### src/hdl/mfb_pkg.sv
// ----------------------------------------------------------------------------
// mfb_pkg
// shared types, constants and helpers of the mono frame buffer
// ----------------------------------------------------------------------------
package mfb_pkg;

  localparam int ROWS         = 64;
  localparam int ROW_BYTES    = 40;
  localparam int PIX_PER_BYTE = 6;
  localparam int COLS         = ROW_BYTES * PIX_PER_BYTE;
  localparam int DEPTH        = ROWS * ROW_BYTES;
  localparam int ADDR_W       = (DEPTH > 1) ? $clog2(DEPTH) : 1;
  localparam int CNT_W        = $clog2(ROW_BYTES + 1);
  // x + width + step stays below 512
  localparam int COORD_W      = 9;
  localparam int DIV6_MUL     = 171;
  localparam int DIV6_SHIFT   = 10;

  typedef enum logic [2:0] {
    REQ_HLINE   = 3'd0,
    REQ_VLINE   = 3'd1,
    REQ_RECT    = 3'd2,
    REQ_CLEAR   = 3'd3,
    REQ_REFRESH = 3'd4
  } req_e;

  localparam logic LCD_SET_ADDR   = 1'b0;
  localparam logic LCD_WRITE_DATA = 1'b1;

  typedef struct packed {
    logic [2:0] req_type;
    logic [7:0] start_x;
    logic [5:0] start_y;
    logic [7:0] span_width;
    logic [7:0] span_height;
    logic [5:0] refresh_row;
  } in_item_t;

  typedef struct packed {
    logic        lcd_command;
    logic [15:0] lcd_value;
    logic        last_of_run;
  } out_item_t;

  typedef struct packed {
    logic cap_req;
    logic sweep_step;
    logic sweep_shown;
    logic seg_load;
    logic seg_next;
    logic pix_step;
    logic pix_rd;
    logic pix_wr;
    logic cnt_clr;
    logic cmp_rd;
    logic emit_rd;
    logic ld_start;
    logic ld_row;
    logic ld_byte;
    logic ld_last;
  } dp_cmd_t;

  typedef struct packed {
    logic sweep_last;
    logic seg_last;
    logic pix_cnt_zero;
    logic pix_in_range;
    logic cmp_last;
    logic bytes_done;
    logic differ;
    logic row_zero;
    logic row_ok;
    logic out_free;
  } dp_status_t;

  // floor(val / 6) by reciprocal multiply, exact for val below 512
  function automatic logic [COORD_W-1:0] div6(input logic [COORD_W-1:0] val);
    logic [COORD_W+DIV6_SHIFT-1:0] prod;
    prod = (COORD_W+DIV6_SHIFT)'(val) * (COORD_W+DIV6_SHIFT)'(DIV6_MUL);
    return prod[COORD_W+DIV6_SHIFT-1:DIV6_SHIFT];
  endfunction

endpackage

### src/hdl/mfb_ctrl.sv
// ----------------------------------------------------------------------------
// mfb_ctrl
// sequencer for drawing, clearing and row refresh
// ----------------------------------------------------------------------------
module mfb_ctrl import mfb_pkg::*; (
  input  logic       clk,
  input  logic       rst,
  input  logic       in_valid,
  output logic       in_ready,
  input  logic [2:0] req_type,
  input  dp_status_t status,
  output dp_cmd_t    cmd
);

  typedef enum logic [9:0] {
    S_SWEEP_ALL   = 10'b0000000001,
    S_SWEEP_DRAWN = 10'b0000000010,
    S_IDLE        = 10'b0000000100,
    S_SEG         = 10'b0000001000,
    S_PIX         = 10'b0000010000,
    S_WR          = 10'b0000100000,
    S_CMP         = 10'b0001000000,
    S_CMP_END     = 10'b0010000000,
    S_ROW_ADDR    = 10'b0100000000,
    S_BYTE        = 10'b1000000000
  } state_t;

  state_t state, state_next;

  always_ff @(posedge clk) begin
    if (rst) begin
      state <= S_SWEEP_ALL;
    end else begin
      state <= state_next;
    end
  end

  assign in_ready = (state == S_IDLE);

  always_comb begin
    cmd        = '0;
    state_next = state;
    unique case (state)
      S_SWEEP_ALL: begin
        cmd.sweep_step  = 1'b1;
        cmd.sweep_shown = 1'b1;
        if (status.sweep_last) state_next = S_IDLE;
      end
      S_SWEEP_DRAWN: begin
        cmd.sweep_step = 1'b1;
        if (status.sweep_last) state_next = S_IDLE;
      end
      S_IDLE: begin
        if (in_valid) begin
          cmd.cap_req = 1'b1;
          unique case (req_type)
            REQ_HLINE, REQ_VLINE, REQ_RECT: state_next = S_SEG;
            REQ_CLEAR:                      state_next = S_SWEEP_DRAWN;
            REQ_REFRESH: begin
              cmd.cnt_clr = 1'b1;
              state_next  = S_CMP;
            end
            default:                        state_next = S_IDLE;
          endcase
        end
      end
      S_SEG: begin
        cmd.seg_load = 1'b1;
        state_next   = S_PIX;
      end
      S_PIX: begin
        if (status.pix_cnt_zero) begin
          if (status.seg_last) begin
            state_next = S_IDLE;
          end else begin
            cmd.seg_next = 1'b1;
            state_next   = S_SEG;
          end
        end else begin
          cmd.pix_step = 1'b1;
          if (status.pix_in_range) begin
            cmd.pix_rd = 1'b1;
            state_next = S_WR;
          end
        end
      end
      S_WR: begin
        cmd.pix_wr = 1'b1;
        state_next = S_PIX;
      end
      S_CMP: begin
        if (!status.row_ok) begin
          state_next = S_IDLE;
        end else begin
          cmd.cmp_rd = 1'b1;
          if (status.cmp_last) state_next = S_CMP_END;
        end
      end
      S_CMP_END: begin
        cmd.cnt_clr = 1'b1;
        if (status.row_zero) begin
          if (status.out_free) begin
            cmd.ld_start = 1'b1;
            cmd.ld_last  = !status.differ;
            state_next   = status.differ ? S_ROW_ADDR : S_IDLE;
          end
        end else begin
          state_next = status.differ ? S_ROW_ADDR : S_IDLE;
        end
      end
      S_ROW_ADDR: begin
        if (status.out_free) begin
          cmd.ld_row  = 1'b1;
          cmd.emit_rd = 1'b1;
          state_next  = S_BYTE;
        end
      end
      S_BYTE: begin
        if (status.out_free) begin
          cmd.ld_byte = 1'b1;
          cmd.ld_last = status.bytes_done;
          if (status.bytes_done) begin
            state_next = S_IDLE;
          end else begin
            cmd.emit_rd = 1'b1;
          end
        end
      end
      default: state_next = S_SWEEP_ALL;
    endcase
  end

endmodule

### config.mk
export PLATFORM = sky130hd
export DESIGN_NAME = mfb_ctrl
export DESIGN_NICKNAME = d
export VERILOG_FILES = /design/src/hdl/mfb_pkg.sv /design/src/hdl/mfb_ctrl.sv
export SDC_FILE = /design/constraint.sdc
export NUM_CORES = 1
export LEC_CHECK = 0
export BUFFER_PORTS_ARGS = -buffer_cell sky130_fd_sc_hd__clkbuf_2
export CAP_MARGIN = 10
export CELL_PAD_IN_SITES_DETAIL_PLACEMENT = 0
export CELL_PAD_IN_SITES_GLOBAL_PLACEMENT = 2
export CORE_AREA = 2 2 43 85
export CTS_BUF_LIST = sky130_fd_sc_hd__clkbuf_4
export CTS_CLUSTER_DIAMETER = 40
export CTS_CLUSTER_SIZE = 30
export DETAILED_ROUTE_END_ITERATION = 10
export DIE_AREA = 0 0 45 87
export HOLD_SLACK_MARGIN = 0.06
export PLACE_DENSITY = 0.82
export SYNTH_ARGS = -nofsm -noshare
export SYNTH_HDL_FRONTEND = slang
export SYNTH_SLANG_ARGS = --single-unit
### constraint.sdc
create_clock -name clk -period 5.4 [get_ports clk]
set_clock_uncertainty 0.2 [all_clocks]
set_input_delay 0.81 -clock clk [delete_from_list [all_inputs] [get_ports clk]]
set_output_delay 0.81 -clock clk [all_outputs]
set_load 0.02 [all_outputs]
==> metrics.txt <==
sequential-to-total area share from yosys stat 20.9%; uppermost layer routed met4; Finished Layout Cells 189; Core Util, Final 34.1%; P_sw 0.156 mW; Final nets 174; critical path arrival 2.31 ns; placed cells 185; Largest register FFs 10; Post-DP Area 1100 um2; Clock Latency Late Sink 0.26 ns; DRT Pass-1 Iters 5; Mapped Cells 130; Layout area overhead 17.9%; cts repair resizes 0; critical path type reg2out; class of the worst hold path reg2reg; ANT nets after route 0; routed via count 1079; sw frac 46.3%; post-route cell area 1130 um2; asr flop ratio synth 0%; Sum Neg Setup Slack 0 ns; clock power share 15.3%; crit path time final 3.32 ns; row count 30; Final Max Tran Viols 0; largest net degree at the start of global routing 12; Biggest register state; Mapped Area 956 um2; final setup vio count 0; Internal 0.181 mW; final period utilization 61.5%; WP data required 4.39 ns; Worst-Margin Slew 0.809 ns; Met1 Wirelength 1.18 mm; CORE AREA 3300 um2; slew margin rel. 45.6%; first-pass GRT wire length 4.55 mm; DRC 0; clock sinks 10; total wire length 2.78 mm; die footprint 3920 um2; setup bufs post-CTS 0; CTS tree built; Syn Nets 146; CP max FO 9; port bufs 31; CTS Buffer Depth 2; EDFF count, synth 0; Clock Root Buffer clkbuf_4; Fill cells 372; average size of a mapped cell 7.35 um2; WL/cell 14.7 um; Distinct cells, synth 45; outcome completed; top-area cell type share of the netlist area 20.9%; # diodes 0; num ports 32; met3 wire len 134 um; f_max 0.301 GHz; RSZ-0062 raised after global routing no; die width 45 um; grt total ovfl 0; Reg power frac 29.6%; cts bufs inserted 3; final hold viol count 0; biggest regs state: 10 flops; crit path launch type flip-flop; #FFs+latches synth 10; Fin Hold WS 0.388 ns; Post-CTS Hold Fix Bufs 0; maxcap violations 0; initial antenna violation count 0; die span in y 87 um; P per Cell Area 298 nW/um2; logic gate share of total power 55.1%; vias in the first global route 981; first-iteration detailed-routing DRC count 35; GP Congestion 0.745; P_leak 0.505 nW; Tot GR Track Use 15.7%; Clock transition at path regs 0.07 ns; dpl hpwl 2.35 mm; initial core utilization 28.9%; Routed met2 length 1.44 mm; H-tree depth 1; largest cells by area after synthesis dfxtp_1, nor4_1, nand4_1, inv_1, o21ai_0; vias per cell 5.71; Synth Flop Type dfxtp_1; layout cells sized above 1 26.8%; CP endpoint kind output pin; top cell type by total area after synthesis dfxtp_1; yosys warns 0; maximum vdd drop 0.000171 V
## layer usage
| layer | global-route usage [%] | up-vias |
|---|---|---|
| met2 | 27.3 | 39 |
| met4 | 5.61 | 0 |
| li1 | - | 553 |
| met5 | 0 | - |
| met1 | 19.3 | 485 |
| met3 | 1.24 | 2 |
## cell usage in the layout, fill, tap and decap left out, types with 2 or more instances in the layout
cell type  netlist  layout
a31oi_1          2       2
nor2b_1          3       3
o21ai_0          7       7
nand2b_1         3       3
a21oi_1          6       6
dfxtp_1         10      10
a221oi_1         2       2
mux2i_1          2       2
nor4_1           8       8
clkbuf_2         0      31
nand3_1          4       4
nor4b_1          2       2
nand2_1          9       9
inv_1           10      10
or4_4            2       2
nor2_1           9       9
o21a_1           2       2
nor3_1           2       2
o31ai_1          2       2
a211o_1          2       2
a211oi_1         2       2
or4_1            2       2
xnor2_1          2       2
clkbuf_4         0       3
and2_1           4       4
nand4_1          7       7
or3_1            2       2
## final cells by class
class	instances	area, um2	area share (%)
multi-input cells	102	668	59.3
flip-flops and latches	10	200	17.8
repair buffers	31	155	13.8
well taps	32	40.0	3.55
inverters	10	37.5	3.33
clock buffers	3	22.5	2.00
clock inverters	1	3.75	0.333
## synthesized netlist by cell type, drive strengths merged, types with 2 or more instances
library cell	count
inv	10
dfxtp	10
nand2b	3
nor2	9
and2	4
or3	3
a211o	2
nor4	9
or4b	2
a221oi	2
nand2	9
o21a	2
a211oi	2
or4	4
buf	7
xnor2	2
o21ai	7
nor3	2
a21oi	6
o31ai	2
mux2i	2
nor2b	3
nor4b	2
nand4	7
a31oi	2
nand3	4
## worst max-delay path, cell delays in order (launching register included)
cell      delay (ns)
dfxtp_1         0.39
nor4_1          0.74
nand3_1         0.30
nor3b_1         0.39
clkbuf_2        0.23
## kinds of logic (layout without fill, tap and decap cells)
kind of cell           after synthesis  in the layout  share of synthesized area, %
AND/OR/NAND/NOR                     67             67                          44.1
AO/OA/AOI/OAI                       31             31                          21.9
buffers and inverters               18             45                          9.16
flip-flops                          10             10                          20.9
XOR/XNOR                             2              2                          1.83
multiplexers                         2              2                          2.09
## power groups by stage
stage / registers (mW) / clock network [mW] / logic, mW
floorplan: 0.0836 / 0 / 0.152
global placement: 0.102 / 0 / 0.190
detailed placement: 0.101 / 0 / 0.187
CTS: 0.0992 / 0.0529 / 0.188
global route: 0.103 / 0.0583 / 0.206
finish: 0.0996 / 0.0515 / 0.185
## through the flow
stage	total power, mW	setup slack [ns]
after floorplan	0.236	2.38
after global placement	0.291	2.39
after global routing	0.367	1.74
after CTS	0.340	2.07
final	0.336	2.08
after detailed placement	0.288	2.36
## worst paths after layout
path / start / to / slack, ns / cells past startpoint
hold reg to reg: state[9] / state[9] / 0.39 / 2
setup / recovery: state[9] / cmd[10] / 2.08 / 4
setup reg to reg: state[9] / state[2] / 3.02 / 5
hold / removal: state[9] / state[9] / 0.39 / 2
Power figures use the tool's default switching activity.
